--- config.mk ---
export PLATFORM = sky130hd
export DESIGN_NAME = scft_isqrt
export DESIGN_NICKNAME = d
export VERILOG_FILES = /design/src/scft_pkg.sv /design/src/scft_isqrt.sv
export SDC_FILE = /design/constraint.sdc
export NUM_CORES = 1
export LEC_CHECK = 0
export BUFFER_PORTS_ARGS = -buffer_cell sky130_fd_sc_hd__buf_2
export CAP_MARGIN = 20
export CORE_ASPECT_RATIO = 0.9
export CORE_MARGIN = 2
export CORE_UTILIZATION = 35
export CTS_CLUSTER_DIAMETER = 80
export DETAILED_ROUTE_END_ITERATION = 10
export PLACE_DENSITY_LB_ADDON = 0.25
export SLEW_MARGIN = 20
export SYNTH_ARGS = -nofsm -noshare
export SYNTH_HDL_FRONTEND = slang
export SYNTH_SLANG_ARGS = --single-unit
--- constraint.sdc ---
create_clock -name clk_i -period 9.6 [get_ports clk_i]
set_input_delay 1.44 -clock clk_i [delete_from_list [all_inputs] [get_ports clk_i]]
set_output_delay 1.44 -clock clk_i [all_outputs]
set_load 0.02 [all_outputs]
--- src/scft_pkg.sv ---
package scft_pkg;

  // coordinate and result widths
  localparam int unsigned CoordW  = 16;
  localparam int unsigned RadiusW = 15;

  // squared distance, root and deviation widths
  localparam int unsigned D2W     = 34;
  localparam int unsigned RootW   = D2W / 2;
  localparam int unsigned MulW    = 18;
  localparam int unsigned SumW    = 48;

  // default store capacity
  localparam int unsigned MaxPointsDef = 1024;

  // configuration register indexes
  localparam int unsigned CfgIdxW = 2;
  localparam logic [CfgIdxW-1:0] RegXOffset = 2'd0;
  localparam logic [CfgIdxW-1:0] RegYOffset = 2'd1;

endpackage

--- src/scft_isqrt.sv ---
module scft_isqrt (
  input  logic                         clk_i,
  input  logic                         rst_ni,
  input  logic                         start_i,
  input  logic [scft_pkg::D2W-1:0]     radicand_i,
  output logic                         done_o,
  output logic [scft_pkg::RootW-1:0]   root_o
);

  localparam int unsigned W = scft_pkg::D2W;

  logic           run_q, run_d;
  logic           done_q, done_d;
  logic [W-1:0]   rem_q, rem_d;
  logic [W-1:0]   res_q, res_d;
  logic [W-1:0]   bit_q, bit_d;
  logic [W:0]     trial;

  // one result digit per cycle, from the top pair of bits down
  always_comb begin
    run_d  = run_q;
    done_d = 1'b0;
    rem_d  = rem_q;
    res_d  = res_q;
    bit_d  = bit_q;
    trial  = {1'b0, res_q} + {1'b0, bit_q};
    if (start_i) begin
      run_d = 1'b1;
      rem_d = radicand_i;
      res_d = '0;
      bit_d = W'(1) << (W - 2);
    end else if (run_q) begin
      if ({1'b0, rem_q} >= trial) begin
        rem_d = rem_q - trial[W-1:0];
        res_d = (res_q >> 1) + bit_q;
      end else begin
        res_d = res_q >> 1;
      end
      bit_d = bit_q >> 2;
      if (bit_q == W'(1)) begin
        run_d  = 1'b0;
        done_d = 1'b1;
      end
    end
  end

  always_ff @(posedge clk_i or negedge rst_ni) begin
    if (!rst_ni) begin
      run_q  <= 1'b0;
      done_q <= 1'b0;
    end else begin
      run_q  <= run_d;
      done_q <= done_d;
    end
  end

  // datapath registers
  always_ff @(posedge clk_i) begin
    rem_q <= rem_d;
    res_q <= res_d;
    bit_q <= bit_d;
  end

  assign done_o = done_q;
  assign root_o = res_q[scft_pkg::RootW-1:0];

endmodule

=== Word level (Yosys, flattened, before mapping) ===
Index checks and enable logic that the tools add are counted.

* Add/subtract/negate cells: 3
* Order comparisons: 1
* Equality and inequality tests: 1
* Mux-type cells: 10
* Reduce and logical (&&, ||, !) cells: 3

{| class="wikitable"
|+ Operators with widths
! operator !! number
|-
| two-way mux 34 bit || 4
|-
| adder 34 x 33 -> 35 bit || 1
|-
| >= comparator 34 x 35 -> 1 bit || 1
|-
| adder 33 x 33 -> 34 bit || 1
|-
| subtractor 34 bit || 1
|-
| == test 17 x 1 -> 1 bit (second input constant) || 1
|-
| two-way mux 1 bit || 6
|-
| nonzero test 2 bit || 2
|-
| AND reduction 2 bit || 1
|}

* Bits in registers: 87
* Output and inout bits: 18
* Logic and storage cells: 23

=== Depth between registers and ports, before layout ===
Gate-level depths: netlist (run 1).

* Word-level depth: 5
* Gate-level depth with buffers: 22
* Mapped depth without buffers: 19

=== Least setup slack after synthesis (run 1) ===
OpenSTA, ideal clock, no wires.

* Path kind: register to register
* From: register res_q[2]
* To: register rem_q[0], enable pin
* Setup time: 390 ps
* Data arrival time: 4685 ps
* Required time: 9210 ps
* Setup slack: 4525 ps
* Cell stages (with the launch flop): 19
* Buffers on the path: 1
* Clock period less this slack: 5075 ps
* Cell sequence: dfxtp_1 > ha_1 > a31o_2 > o211ai_1 > o21ai_0 > a31oi_1 > o21bai_1 > a31oi_1 > o21bai_1 > xnor2_1 > ha_1 > nand2_1 > nor3_1 > o2111ai_2 > a21oi_2 > o21ai_2 > buf_2 > nor2_1 > a21o_1

* Cells in the longest elaborated chain, start to end: 4

{| class="wikitable"
|+ Ends and longest elaborated chain
! element !! RTL line !! source
|-
| start, declared || scft_isqrt.sv:15 || <nowiki>logic [W-1:0] res_q, res_d;</nowiki>
|-
| start signal, assigned || scft_isqrt.sv:60 || <nowiki>res_q <= res_d;</nowiki>
|-
| adder 34 x 33 -> 35 bit || scft_isqrt.sv:26 || <nowiki>trial = {1'b0, res_q} + {1'b0, bit_q};</nowiki>
|-
| >= comparator 34 x 35 -> 1 bit || scft_isqrt.sv:33 || <nowiki>if ({1'b0, rem_q} >= trial) begin</nowiki>
|-
| nonzero test 2 bit (no line) || - ||
|-
| AND reduction 2 bit (no line) || - ||
|-
| end signal, assigned || scft_isqrt.sv:59 || <nowiki>rem_q <= rem_d;</nowiki>
|-
| end, declared || scft_isqrt.sv:14 || <nowiki>logic [W-1:0] rem_q, rem_d;</nowiki>
|}

Every way passes these cells.
A chain may end at the register's enable or synchronous reset.

=== Worst setup path in the final report (run 1) ===
* From: register res_q[2]
* To: register rem_q[33], enable pin

Same word-level chain as after synthesis.

==> reports/results.ini, run 1 <==
[run_status]
status = complete, no violations

[synth]
syn-num-nets = 1092
synth_seq_cells = 87
synth_cells = 984
netlist.area_leader.share_pct = 12.9
ys_types = 68
synth_area_leaders = dfxtp_1, edfxtp_1, ha_1
synthesis.area_sq_um = 7940
synthArstFlopShare_pct = 2.30
yosysSeqAreaShare_pct = 26.3
synthFlopType = dfxtp_1
synth_edf_count = 34
avgSynthCellArea_sq_um = 8.07
yosys-top-cells-count = nor2_1, nand2_1, ha_1
yosysWarnings = 0
yosysMostFrequentCell = nor2_1
synth_area_leader_cell = dfxtp_1

[job]
maxCapViolations = 0

[pwr]
ir_worst_vdd_uv = 131
power.total_w = 0.00200
p_seq_share_pct = 27.9
p_int_w = 0.00111
combPwrFrac_pct = 54.6
p_per_area_nw_per_um2 = 233
p_sw_w = 0.000899
switching_share_pct = 44.8
p_leak_nw = 3.42
clkPwrFrac_pct = 17.5

[cts]
cts_sinks = 87
cts_root_buf = clkbuf_16
holdBufCountCts = 0
clock_path_buffers = 2
clkLatencyLatePin_ns = 0.35
post_cts_buffers = 0
cts_tree = yes
cts_max_level = 3
clk_pin_slew_ns = 0.06
cts_buffers = 9
cts_resized = 0

[critical_path]
cp.arrival_ns = 5.90
crit_required_ns = 9.66
end_kind = flip-flop
startpoint_type = flip-flop
path_class = flip-flop to flip-flop
crit_fanout = 60

[detailed_routing]
avgRoutedWirePerCell_um = 17.3
route.met2.wl_um = 9610
drc = 0
drt-pass1-iter-count = 5
top_layer = met4
drt_iter0_drc = 568
num_vias = 7371
wl_met3_um = 1230
drt-vias-per-instance = 5.71
met1_length_um = 11000
totalWireLength_um = 22300
postRouteAntennaNets = 0

[grt]
grt_max_degree = 76
grt_use_total_pct = 18.8
grt_remaining_overflow = 0
first_global_vias = 6718
grt_pass1_wl_um = 35800
grt_antenna_before_repair = 0

[floorplan]
die_height_um = 147
std_cell_rows = 52
io_pins = 55
fp.dieW_um = 163
dieArea_sq_um = 23900
initial_core_util_pct = 35.5
coreArea_sq_um = 22400

[sta]
max_slew.worst_pin.slew_ns = 0.802
setup_viol = 0
min_period_ns = 5.84
fin_skew_ns = 0.00768
rsz0062_at_grt = false
hold_viol = 0
max_freq_mhz = 171
fin_crit_sh_pct = 60.8
tns_ns = 0
slew_violations = 0
relSlewSlack_pct = 46.5

[final_layout]
layout.nets = 1096
syn_to_final_growth_pct = 8.13
drive_gt1_share_pct = 10.9
diodes = 0

[place]
dp_hpwl_um = 16500
port_buffers = 54
place_congestion = 0.859

[min_path]
min_path_type = flip-flop to flip-flop

[cells by family (layout without fill, tap and decap cells)]
| kind of cell | Yosys count | after routing | synth area share, % |
|---|---|---|---|
| mux | 30 | 30 | 3.91 |
| buf+inv | 100 | 109 | 5.89 |
| simple gates | 332 | 332 | 20.1 |
| compound gates | 310 | 310 | 26.5 |
| flops | 87 | 87 | 26.3 |
| xor+xnor | 54 | 54 | 5.95 |
| fa+ha+maj | 71 | 71 | 11.3 |
[power groups by stage]
stage               Combinational (W)  Clock [W]  Sequential, W
floorplan                    0.000851          0       0.000544
global placement              0.00108          0       0.000566
detailed placement            0.00108          0       0.000564
CTS                           0.00109   0.000360       0.000560
global route                  0.00122   0.000375       0.000568
finish                        0.00110   0.000351       0.000559
[stage by stage]
step	hold slack, ns	util [%]	area (sq um)	setup WS (ns)	instances
4_1_cts	0.515	38.4	8590	3.87	1290
3_5_place_dp	0.505	37.1	8310	3.92	1274
2_1_floorplan	0.474	-	7940	4.53	984
6_report	0.509	38.4	8590	3.76	1290
5_1_grt	0.526	38.4	8590	3.32	1290
3_3_place_gp	0.495	37.1	8310	3.99	1274
[critical path, stage by stage (launching register included)]
cell and delay, ns:
dfxtp_1 0.42, ha_1 0.31, a31o_2 0.28, o211ai_1 0.37
o21ai_0 0.28, a311oi_1 0.37, o21ai_0 0.18, a21oi_1 0.36
o21bai_1 0.16, xnor2_1 0.15, ha_1 0.38, and3_1 0.27
and3_1 0.21, a41oi_1 0.17, o21ai_0 0.11, a21o_1 0.22
o21ai_4 0.11, buf_4 0.51, nor2_1 0.13, a21o_1 0.21
buf_4 0.27
[layout by cell type (no fill, tap or decap), drive strengths merged, types with 9 or more instances in the layout]
cell type,instances
or4,20
nand2,83
buf,60
xor2,30
nand3,19
o21bai,12
a31oi,30
o41ai,10
nor2,115
o31ai,23
o211ai,10
xnor2,24
dfxtp,51
clkbuf,11
mux2i,22
a311oi,25
a21oi,53
o21ai,71
edfxtp,34
nor3,19
nand4,15
a211oi,12
inv,33
ha,70
a21o,20
and3,9
[sequential cells by signal (all words and copies together) (netlist names)]
| signal | flops |
|---|---|
| bit_q | 17 |
| run_q | 1 |
| done_o | 1 |
| res_q | 34 |
| rem_q | 34 |
[cell type report]
class | instances | area, sq um
repair buffers | 60 | 318
clock inverters | 5 | 30.0
fillers | 2381 | 13800
inverters | 33 | 124
flip-flops and latches | 87 | 2090
well taps | 297 | 372
clock buffers | 11 | 254
multi-input cells | 797 | 5400
[worst paths after layout]
path                                from         to  slack, ns  cells past startpoint
min in group asynchronous         rst_ni     done_o       0.86                      1
worst min register to register  res_q[0]   res_q[0]       0.51                      2
worst min-delay path            res_q[0]   res_q[0]       0.51                      2
worst max register to register  res_q[2]  rem_q[33]       3.76                     20
max in group asynchronous         rst_ni      run_q       8.63                      1
worst max-delay path            res_q[2]  rem_q[33]       3.76                     20
[metal layers]
metal | track usage, % | up-vias
met5 | 0 | -
met4 | 5.04 | 0
met3 | 3.53 | 26
met2 | 28.5 | 188
met1 | 27.2 | 3447
li1 | - | 3710
No activity file was read; power rests on OpenSTA's default activity.
==> inputs of run 2 (changes only) <==
ABC_AREA = 1   (was default)
clock period = 5.95 ns   (was 9.6 ns; I/O delays follow)
==> run 2 against run 1 <==
Compared with the run above:
- critical path depth increased by 2
- sequential power increased by 97%
- setup slack got worse by 3.2 ns
- core utilization increased by 0.30 points
- synthesized cell count increased by 48%
- first-iteration DRC count increased by 36%
- die area increased by 14%
==> reports/results.ini, run 2 <==
[run_status]
status = complete, no violations

[cts]
clk_pin_slew_ns = 0.07
cts_sinks = 87
cts_max_level = 3
cts_root_buf = clkbuf_16
holdBufCountCts = 0
cts_buffers = 9
cts_tree = yes
post_cts_buffers = 0
clock_path_buffers = 2
cts_resized = 0
clkLatencyLatePin_ns = 0.36

[sta]
finalWorstSetupSlack_ns = 0.605
fin_skew_ns = 0.0114
hold_viol = 0
slew_violations = 0
setup_viol = 0
min_period_ns = 5.35
max_freq_mhz = 187
fin_crit_sh_pct = 89.8
relSlewSlack_pct = 39.9
rsz0062_at_grt = false
max_slew.worst_pin.slew_ns = 0.902
tns_ns = 0

[synth]
avgSynthCellArea_sq_um = 6.23
synth_seq_cells = 87
synth_edf_count = 34
yosysMostFrequentCell = nand2_1
ys_types = 51
netlist.area_leader.share_pct = 17.0
yosysSeqAreaShare_pct = 23.1
synthFlopType = dfxtp_1
synth_area_leaders = nand2_1, dfxtp_1, edfxtp_1
synth_area_leader_cell = nand2_1
synth_cells = 1454
syn-num-nets = 1562
yosys-top-cells-count = nand2_1, inv_1, nand3_1
synthArstFlopShare_pct = 2.30
yosysWarnings = 0
synthesis.area_sq_um = 9060

[detailed_routing]
drt-vias-per-instance = 5.14
postRouteAntennaNets = 0
totalWireLength_um = 29200
avgRoutedWirePerCell_um = 16.1
num_vias = 9328
drt-pass1-iter-count = 5
drt_iter0_drc = 774
drc = 0

[pwr]
p_leak_nw = 4.53
p_per_area_nw_per_um2 = 491
ir_worst_vdd_uv = 190

[critical_path]
startpoint_type = flip-flop
worstReg2RegStart = res_q[4]
startpoint = res_q[4]
r2r_slack_ns = 0.60
r2r_cells = 22
crit_required_ns = 5.94
crit_fanout = 35
end_kind = flip-flop
cp.arrival_ns = 5.34
path_class = flip-flop to flip-flop
r2r_end = rem_q[12]
cp-endpoint = rem_q[12]

[final_layout]
top_regs = rem_q: 34 flops, res_q: 34 flops, bit_q: 17 flops
drive_gt1_share_pct = 7.20
layout.nets = 1575
final_common_cell = nand2_1
syn_to_final_growth_pct = 8.14
final_cell_count_no_fill = 1814
fin_area_sq_um = 9800
final_cell_mix = nand2_1, inv_1, nand3_1
nFillCells = 2824
diodes = 0

[floorplan]
die_height_um = 157
std_cell_rows = 55
dieArea_sq_um = 27200
fp.dieW_um = 174
coreArea_sq_um = 25300
initial_core_util_pct = 35.8
io_pins = 55

[job]
maxCapViolations = 0

[grt]
grt_use_total_pct = 21.7
grt_pass1_wl_um = 47100
grt_remaining_overflow = 0
first_global_vias = 8567
grt_antenna_before_repair = 0
grt_max_degree = 81

[place]
port_buffers = 54
place_congestion = 0.978
placedCellCount = 1798
place_ws_ns = 0.684
dp_hpwl_um = 22600
placed_area_sq_um = 9490

[min_path]
min_path_type = input port to async pin

==> run 2: how the worst min path moves through the flow <==
| stage | start | endpoint | depth (start not counted) |
|---|---|---|---|
| finish | rst_ni | done_o | 1 |
| CTS | rst_ni | done_o | 1 |
| detailed placement | res_q[0] | res_q[0] | 2 |
| floorplan | res_q[0] | res_q[0] | 2 |
| global route | rst_ni | done_o | 1 |
| global placement | res_q[0] | res_q[0] | 2 |
==> run 2: where the power goes <==
| part | total [W] | leakage, nW | internal (W) | switching (W) |
|---|---|---|---|---|
| combinational | 0.00311 | 3.59 | 0.00109 | 0.00202 |
| sequential | 0.00110 | 0.792 | 0.000893 | 0.000211 |
| clock | 0.000602 | 0.148 | 0.000326 | 0.000276 |
| total | 0.00481 | 4.53 | 0.00231 | 0.00250 |
==> run 2: area by class of cell <==
cell class              instances  area, sq um  share of cell area (%)
repair buffers                 61          323                    3.30
clock buffers                  11          264                    2.70
clock inverters                 5         42.5                   0.434
inverters                     185          694                    7.09
flip-flops and latches         87         2090                    21.4
well taps                     342          428                    4.37
multi-input cells            1123         5950                    60.8
==> run 2: metrics by stage <==
| step | power [W] | util, % | hold slack [ns] |
|---|---|---|---|
| 3_5_place_dp | 0.00418 | 37.5 | 0.482 |
| 3_3_place_gp | 0.00416 | 37.5 | 0.472 |
| 6_report | 0.00481 | 38.7 | 0.309 |
| 2_1_floorplan | 0.00345 | - | 0.463 |
| 5_1_grt | 0.00528 | 38.7 | 0.300 |
| 4_1_cts | 0.00480 | 38.7 | 0.300 |
==> run 2: layer usage <==
metal / share of wire, % / global-route usage [%] / vias up
met5: 0 / 0 / -
met4: 1.9 / 5.20 / 0
met3: 4.5 / 2.45 / 32
met2: 43 / 34.5 / 220
met1: 51 / 31.5 / 4294
li1: - / - / 4782
==> run 2: cells by family after synthesis <==
logic type / Yosys count / share of synthesized area, %
AO/OA/AOI/OAI: 243 / 14.6
flip-flops: 87 / 23.1
XOR/XNOR: 62 / 5.99
buffers and inverters: 244 / 11.2
adder cells (fa/ha/maj): 71 / 9.89
AND/OR/NAND/NOR: 747 / 35.2
==> run 2: critical path, cell delays in order (launching register included) <==
cell      delay [ns]
dfxtp_1         0.47
ha_1            0.33
nand3_1         0.10
nand2_1         0.10
a21oi_1         0.39
o21ai_1         0.23
a21oi_1         0.29
o21ai_1         0.15
a21oi_1         0.18
xor2_1          0.10
ha_1            0.38
nand2_1         0.13
nor2_1          0.25
nand2_1         0.12
nor2_1          0.14
nand4_1         0.11
nand3b_1        0.14
nand2_2         0.06
buf_4           0.26
nand2_4         0.39
nand2_1         0.13
nand2_1         0.08
buf_4           0.43
